$ cat src/rtl/ust_pkg.sv
// shared types and codes for the unordered set table
// no dependencies; used by ust_cell and unordered_set_table
`timescale 1ns / 1ps
`default_nettype none

package ust_pkg;

    // request function codes
    localparam logic [2:0] FN_APPEND   = 3'd0;
    localparam logic [2:0] FN_DELETE   = 3'd1;
    localparam logic [2:0] FN_REMOVE   = 3'd2;
    localparam logic [2:0] FN_CONTAINS = 3'd3;
    localparam logic [2:0] FN_TAKE     = 3'd4;
    localparam logic [2:0] FN_CLEAR    = 3'd5;

    // event codes
    localparam logic [1:0] EV_NONE   = 2'd0;
    localparam logic [1:0] EV_INSERT = 2'd1;
    localparam logic [1:0] EV_REMOVE = 2'd2;

    localparam logic ST_OK   = 1'b0;
    localparam logic ST_FAIL = 1'b1;

    typedef struct packed {
        logic [2:0]  func;
        logic [31:0] item_value;
        logic [5:0]  index;
    } t_req;

    typedef struct packed {
        logic        status;
        logic [1:0]  event_res;
        logic [31:0] result_item;
        logic [5:0]  position;
        logic        found;
        logic [6:0]  count;
        logic        last_in_run;
    } t_rsp;

    // write controls broadcast to every cell
    typedef struct packed {
        logic en;
        logic shift;
    } t_wr_ctl;

    // search token handed from cell to cell
    typedef struct packed {
        logic valid;
        logic hit;
    } t_probe_ctl;

endpackage

`default_nettype wire

$ cat src/rtl/ust_cell.sv
// one slot of the set table: holds an entry and passes the search token on
// depends on ust_pkg
`timescale 1ns / 1ps
`default_nettype none

module ust_cell #(
    parameter int IDX        = 0,
    parameter int ITEM_WIDTH = 32,
    parameter int AW         = 6,
    parameter int CW         = 7
) (
    input  wire logic                  i_clk,
    input  wire logic                  i_rst_n,
    input  wire ust_pkg::t_wr_ctl      i_wr,
    input  wire logic [AW-1:0]         i_wr_addr,
    input  wire logic [ITEM_WIDTH-1:0] i_wr_data,
    input  wire logic [ITEM_WIDTH-1:0] i_prev_entry,
    input  wire logic                  i_by_value,
    input  wire logic [ITEM_WIDTH-1:0] i_key,
    input  wire logic [AW-1:0]         i_target,
    input  wire logic [CW-1:0]         i_count,
    input  wire ust_pkg::t_probe_ctl   i_probe,
    input  wire logic [ITEM_WIDTH-1:0] i_probe_item,
    input  wire logic [ITEM_WIDTH-1:0] i_probe_last,
    input  wire logic [AW-1:0]         i_probe_pos,
    output ust_pkg::t_probe_ctl        o_probe,
    output logic [ITEM_WIDTH-1:0]      o_probe_item,
    output logic [ITEM_WIDTH-1:0]      o_probe_last,
    output logic [AW-1:0]              o_probe_pos,
    output logic [ITEM_WIDTH-1:0]      o_entry
);

    localparam logic [AW-1:0] MY_POS = AW'(IDX);
    localparam logic [CW-1:0] MY_CNT = CW'(IDX);

    logic [ITEM_WIDTH-1:0] r_entry;
    ust_pkg::t_probe_ctl   r_probe;
    logic [ITEM_WIDTH-1:0] r_probe_item;
    logic [ITEM_WIDTH-1:0] r_probe_last;
    logic [AW-1:0]         r_probe_pos;

    logic w_in_use;
    logic w_match;
    logic w_take;
    logic w_is_last;

    assign w_in_use  = (MY_CNT < i_count);
    assign w_match   = i_by_value ? (r_entry == i_key) : (MY_POS == i_target);
    // first matching slot wins
    assign w_take    = i_probe.valid && !i_probe.hit && w_in_use && w_match;
    assign w_is_last = (MY_CNT == CW'(i_count - CW'(1)));

    always_ff @(posedge i_clk) begin
        if (i_wr.shift) begin
            r_entry <= i_prev_entry;
        end else if (i_wr.en && (i_wr_addr == MY_POS)) begin
            r_entry <= i_wr_data;
        end
    end

    always_ff @(posedge i_clk) begin
        if (!i_rst_n) begin
            r_probe <= '0;
        end else begin
            r_probe.valid <= i_probe.valid;
            r_probe.hit   <= i_probe.hit | w_take;
        end
    end

    always_ff @(posedge i_clk) begin
        r_probe_item <= w_take ? r_entry : i_probe_item;
        r_probe_pos  <= w_take ? MY_POS : i_probe_pos;
        r_probe_last <= (i_probe.valid && w_is_last) ? r_entry : i_probe_last;
    end

    assign o_probe      = r_probe;
    assign o_probe_item = r_probe_item;
    assign o_probe_last = r_probe_last;
    assign o_probe_pos  = r_probe_pos;
    assign o_entry      = r_entry;

endmodule

`default_nettype wire

$ cat config.mk
export PLATFORM = sky130hd
export DESIGN_NAME = ust_cell
export DESIGN_NICKNAME = d
export VERILOG_FILES = /design/src/rtl/ust_pkg.sv /design/src/rtl/ust_cell.sv
export SDC_FILE = /design/constraint.sdc
export NUM_CORES = 1
export LEC_CHECK = 0
export BUFFER_PORTS_ARGS = -buffer_cell sky130_fd_sc_hd__buf_4
export CAP_MARGIN = 10
export CORE_MARGIN = 3
export CORE_UTILIZATION = 35
export CTS_CLUSTER_SIZE = 28
export DETAILED_ROUTE_END_ITERATION = 10
export PLACE_DENSITY = 0.67
export SETUP_SLACK_MARGIN = 0.02
export SYNTH_ARGS = -nofsm -noshare
export SYNTH_HDL_FRONTEND = slang
export SYNTH_SLANG_ARGS = --single-unit
$ cat constraint.sdc
create_clock -name i_clk -period 2.1 [get_ports i_clk]
set_input_delay 0.105 -clock i_clk [delete_from_list [all_inputs] [get_ports i_clk]]
set_output_delay 0.105 -clock i_clk [all_outputs]
set_load 0.005 [all_outputs]
==> results of run 1 <==
==> where the power goes <==
group / internal (mW) / total, mW / switching, mW
registers: 2.24 / 2.34 / 0.0964
logic: 0.730 / 1.19 / 0.463
clock network: 0.835 / 1.57 / 0.732
==> per-layer routing <==
| metal | vias up | share of wire | global-route usage |
|---|---|---|---|
| met5 | - | 0 | 0 |
| met4 | 0 | 0.020 | 0.0842 |
| met3 | 31 | 0.080 | 0.0572 |
| met2 | 273 | 0.52 | 0.444 |
| met1 | 2525 | 0.38 | 0.296 |
| li1 | 2444 | - | - |
==> flip-flops by register name (all words and copies together) (netlist names) <==
name,cells
o_probe_last,32
o_entry,32
o_probe_item,32
o_probe_pos,6
o_probe,2
==> critical path, stage by stage, from the launching register on <==
cell and delay, ns:
edfxtp_1 0.41, xor2_1 0.21, nor4_1 0.42, nand4_1 0.17, buf_6 0.17, buf_8 0.14
o21ai_2 0.14, buf_6 0.13, a21boi_1 0.07
==> cells in the final DEF, fill, tap and decap left out, types with 5 or more instances in the layout <==
cell	n
edfxtp_1	32
buf_6	5
dfxtp_1	72
a21oi_1	32
a21boi_1	6
xor2_1	31
clkbuf_16	10
buf_4	335
nand4_1	34
mux2_2	64
nand3_1	32
dlygate4sd3_1	62
o211ai_1	32
nor4b_1	33
nor4_2	6
==> worst min-delay path by stage <==
stage | start | end | slack (ns) | cells after the start
finish | i_probe_pos[4] | o_probe_pos[4]$_SDFF_PP0_ | 0.006 | 2
global route | i_probe_pos[0] | o_probe_pos[0]$_SDFF_PP0_ | 0.003 | 2
CTS | i_probe_pos[4] | o_probe_pos[4]$_SDFF_PP0_ | 0.001 | 2
detailed placement | i_rst_n | o_probe[1]$_SDFF_PN0_ | 0.33 | 2
global placement | i_rst_n | o_probe[1]$_SDFF_PN0_ | 0.33 | 2
floorplan | i_probe[1] | o_probe[1]$_SDFF_PN0_ | 0.23 | 1
==> cell type report <==
type	count	area, um^2	share of cell area
timing repair buffer	408	3300	0.385
sequential	104	2400	0.280
multi-input combinational	292	2380	0.278
clock buffer	13	250	0.0292
tap	176	220	0.0257
clock inverter	3	16.3	0.00190
inverter	1	3.75	0.000438
==> cell families (layout without fill, tap and decap cells) <==
family          Yosys count  after routing  share of synthesized area
compound gates           76             76                      0.103
xor+xnor                 32             32                     0.0576
buf+inv                  43            425                     0.0355
flops                   104            104                      0.493
mux                      64             64                      0.148
simple gates            120            120                      0.163
==> synth_stat cells (all sizes together) (2+ instances only) <==
cell    instances
a21boi          6
a21oi          33
and4            2
buf            12
clkbuf         30
dfxtp          72
edfxtp         32
mux2           64
nand3          33
nand4          34
nor2            2
nor3            2
nor4            9
nor4b          33
o211ai         32
o21ai           2
xor2           32
==> timing repair <==
action	in CTS	in global routing
cloned	1	1
buffers inserted	6	5
endpoints found under the hold margin	61	0
pin swaps	2	15
endpoints found under the setup margin	39	38
resized for setup	7	12
hold buffers	62	0
==> reports/results.ini, run 1 <==
[clocking]
clk_latency_ns = 0.35
htreeDepth = 3
cts_inserted_buffers = 9
clk_pin_slew_ns = 0.07
cts-root-buf = clkbuf_16
cts_buffer_depth = 2
cts_tree = built
cts_sinks = 104

[final_layout]
syn2layout_area_growth_pct = 76.1
stdcell_area_um2 = 8570
final_cells = 997
num-nets-final = 1008
finish.utilization = 0.640
drive_above_1_share = 0.533
n_fill_cell = 1096
antenna_cells = 0

[global_route]
grt_max_degree = 67
grt_pass1_vias = 5388
globalRouteTotalUtil = 0.250
grt_overflow = 0
grt_pass1_wl_mm = 29.0
antenna_found_initial = 0

[critical_path]
cp-startpoint = o_entry[10]$_DFFE_PP_
r2r-end = o_probe_pos[2]$_SDFF_PP0_
reg2reg_from = o_entry[10]$_DFFE_PP_
end_kind = flop
r2r_slack_ns = 0.06
crit_end = o_probe_pos[2]$_SDFF_PP0_
cp-start-kind = flop
required_ns = 2.29
crit_type = reg2reg
crit_arrival_ns = 2.23
r2r_cells = 8
worstPathMaxFanout = 12

[synth]
synth_top_cell_by_area = dfxtp_1
synth-main-ff-cell = dfxtp_1
yosysWarnings = 0
avgSynthCellArea_um2 = 11.1
synthDistinctLibCells = 27
postSynthCellCount = 439
postSynth.asyncResetShare = 0
synth_edf_count = 32
synth_seq_cells = 104
synthTopCellsByArea = dfxtp_1 30%, edfxtp_1 20%, mux2_2 15%
seq_area_frac_synth = 0.493
synth_top_cell_area_share = 0.296
syn_area_um2 = 4870
synth.net_count = 631

[placement]
place_hpwl_mm = 14.3
gp_congestion = 0.848
placed_cells = 906
place_area_um2 = 7480
numPortBuffers = 295
place_ws_ns = -0.228

[route]
drc = 0
viasPerCell = 5.29
wl_per_cell_um = 20.0
routed_wl_mm = 19.9
num_vias = 5273
drt_iter0_drc = 526
ant_nets = 0
firstDrtPassIters = 5

[die]
die_area_um2 = 15400
coreArea_um2 = 13400
start_util = 0.363
die_h_um = 124
dieWidth_um = 124
pin_count = 296
rows = 42

[run]
cap_violations = 0

[power_and_ir_drop]
p_per_area_nw_per_um2 = 595
vdd_drop_max_v = 0.000497
cellLeakagePower_nw = 3.68
finalPower_mw = 5.10

[hold_path]
holdCritPathClass = in2reg

[sta]
rsz0062_at_grt = yes
setup_viol = 0
slew_violations = 0
final.period_utilization = 0.971
fin_setup_tns_ns = 0
skew_ns = 0.00922
fmax_ghz = 0.490
holdWs_ns = 0.00593
slew_headroom = 0.365
worstMarginPinSlew_ns = 0.950
setup_ws_ns = 0.0602
min_period_ns = 2.04
hold_viol = 0

[status]
status = finished, final reports clean

Note: power is estimated with default switching activity, not from simulation.
==> run 2: changes to the inputs <==
- SETUP_SLACK_MARGIN: 0.02 -> 0.4
==> run 2 against run 1 <==
Net effect:
- maximum frequency is 1.1% higher
- cell count rose by 1.7%
- worst setup slack improved by 0.023 ns
- clock power rose by 15%
- combinational power is 3% higher
- sequential cell count stayed put
- critical path type unchanged
- global-route usage rose by 0.13 points
- via count rose by 2.4%
- first-iteration DRC count decreased by 2.3%
- hold slack improved by 0.0074 ns
==> reports/results.ini, run 2 (synthesis results as in run 1) <==
[global_route]
busiest_layer = met2
grt_overflow = 0  ; unchanged
met3_usage = 0.0545  ; -0.00272
grt_pass1_wl_mm = 29.1  ; +0.21%
antenna_found_initial = 0  ; unchanged
grt_max_degree = 67  ; unchanged
grt_pass1_vias = 5481  ; +1.7%
grt_util_met1 = 0.290  ; -0.00596
use_met2 = 0.454  ; +0.0105
globalRouteTotalUtil = 0.251  ; +0.00127

[die]
rows = 42  ; unchanged
die_h_um = 124  ; unchanged
pin_count = 296  ; unchanged
dieWidth_um = 124  ; unchanged
die_area_um2 = 15400  ; unchanged
start_util = 0.363  ; unchanged
coreArea_um2 = 13400  ; unchanged

[critical_path]
reg2reg_from = o_entry[27]$_DFFE_PP_
r2r-end = o_probe_item[13]$_DFF_P_
required_ns = 2.32  ; +0.03 ns
r2r_cells = 8  ; unchanged
end_kind = flop
crit_type = reg2reg
crit_arrival_ns = 2.24  ; about the same
r2r_slack_ns = 0.08  ; +0.02 ns
worstPathMaxFanout = 10  ; -2
cp-start-kind = flop

[sta]
setup_ws_ns = 0.0827  ; +0.0225 ns
worstMarginPinSlew_ns = 0.699  ; -0.251 ns
fmax_ghz = 0.496  ; +1.1%
final.period_utilization = 0.961  ; -0.0107
rsz0062_at_grt = yes
setup_viol = 0  ; unchanged
skew_ns = 0.00889  ; -0.000333 ns
slew_headroom = 0.534  ; +0.169
slew_violations = 0  ; unchanged
min_period_ns = 2.02  ; -0.0225 ns
hold_viol = 0  ; unchanged

[clocking]
htreeDepth = 3  ; unchanged
cts-root-buf = clkbuf_16
cts_inserted_buffers = 9  ; unchanged
clk_latency_ns = 0.35  ; about the same
cts_tree = built
clk_pin_slew_ns = 0.07  ; about the same
cts_buffer_depth = 2  ; unchanged
cts_sinks = 104  ; unchanged

[power_and_ir_drop]
p_per_area_nw_per_um2 = 610  ; +2.6%
cellLeakagePower_nw = 3.80  ; +3.2%
p_switching_mw = 1.30  ; +0.63%
p_clk_frac = 0.337  ; +0.029
swShare = 0.242  ; -0.0112
vdd_drop_max_v = 0.000438  ; -12%
seqPwrFrac = 0.434  ; -0.024
p_int_mw = 4.07  ; +6.8%
power_frac_comb = 0.229  ; -0.005

[route]
ant_nets = 0  ; unchanged
num_vias = 5402  ; +2.4%
wl_per_cell_um = 20.1  ; +0.69%
viasPerCell = 5.33  ; +0.73%
drc = 0  ; unchanged
firstDrtPassIters = 5  ; unchanged
routed_wl_mm = 20.4  ; +2.4%
drt_iter0_drc = 514  ; -2.3%

[hold_path]
holdCritPathClass = in2reg
hold_path_depth = 3  ; +1
whs_endpoint = o_probe_item[29]$_DFF_P_
holdCritStartpoint = i_probe_item[29]

[final_layout]
final_common_cell = buf_4
finish.utilization = 0.656  ; +0.0166
syn2layout_area_growth_pct = 80.6
final_cell_mix = 344 x buf_4, 72 x dfxtp_1, 64 x mux2_2
drive_above_1_share = 0.540  ; +0.00653
num-nets-final = 1024  ; +1.6%

[run]
cap_violations = 0  ; unchanged

[placement]
place_hpwl_mm = 14.4  ; +1.2%
gp_congestion = 0.850  ; +0.28%
numPortBuffers = 295  ; unchanged
place_ws_ns = -0.137  ; +0.0902 ns

[status]
status = finished, final reports clean

-- run 2: worst max path at each step --
stage               slack (ns)                   from                         to  depth (start not counted)
global route             -0.02  o_entry[28]$_DFFE_PP_   o_probe_item[24]$_DFF_P_                          8
finish                    0.08  o_entry[27]$_DFFE_PP_   o_probe_item[13]$_DFF_P_                          8
detailed placement       -0.14  o_entry[16]$_DFFE_PP_  o_probe_pos[0]$_SDFF_PP0_                          7
floorplan                 0.34  o_entry[23]$_DFFE_PP_   o_probe_item[10]$_DFF_P_                          6
global placement         -0.09  o_entry[16]$_DFFE_PP_  o_probe_pos[0]$_SDFF_PP0_                          7
CTS                       0.12  o_entry[23]$_DFFE_PP_   o_probe_item[24]$_DFF_P_                          8
-- run 2: cell type report --
cell class,instances,area (um^2)
repair buffers,424,3480
diodes,1,2.50
flip-flops and latches,104,2400
well taps,176,220
clock buffers,12,246
fillers,1078,4600
inverters,1,3.75
clock inverters,4,68.8
multi-input cells,292,2370
-- run 2: power groups by stage --
stage | combinational, mW | clock (mW) | sequential, mW
after floorplan | 0.310 | 0 | 2.39
after global placement | 1.03 | 0 | 2.38
after detailed placement | 1.06 | 0 | 2.39
after CTS | 1.21 | 1.85 | 2.33
after global routing | 1.31 | 1.92 | 2.34
final | 1.23 | 1.81 | 2.33
-- run 2: per-stage QoR --
stage               setup TNS [ns]  hold slack [ns]  power, mW  cell area [um^2]  std cells
floorplan                        0            0.227       2.70              4950        439
global placement             -2.21            0.326       3.41              7570        914
detailed placement           -3.23            0.335       3.44              7570        914
CTS                              0          0.00245       5.39              8670       1009
global route               -0.0691           0.0242       5.58              8790       1013
finish                           0           0.0133       5.37              8800       1014
-- run 2: repair_timing --
action	4_1_cts	5_1_grt
pin swaps	23	15
hold endpoints to repair	62	0
gates resized for setup	9	13
buffers inserted	15	2
hold buffers	63	0
cloned	1	2
endpoints found under the setup margin	39	39
-- run 2: routing by layer --
metal / up-vias / routed length, um
met2: 302 / 10600
met4: 0 / 505
met1: 2579 / 7570
met5: - / 0
met3: 39 / 1740
li1: 2482 / -
-- run 2: worst max-delay path, stage by stage (launching register included) --
cell      delay (ns)
edfxtp_1        0.50
xor2_1          0.21
nor4_1          0.23
buf_4           0.19
nand4_1         0.13
buf_4           0.19
buf_8           0.14
o211ai_1        0.19
nand3_1         0.11
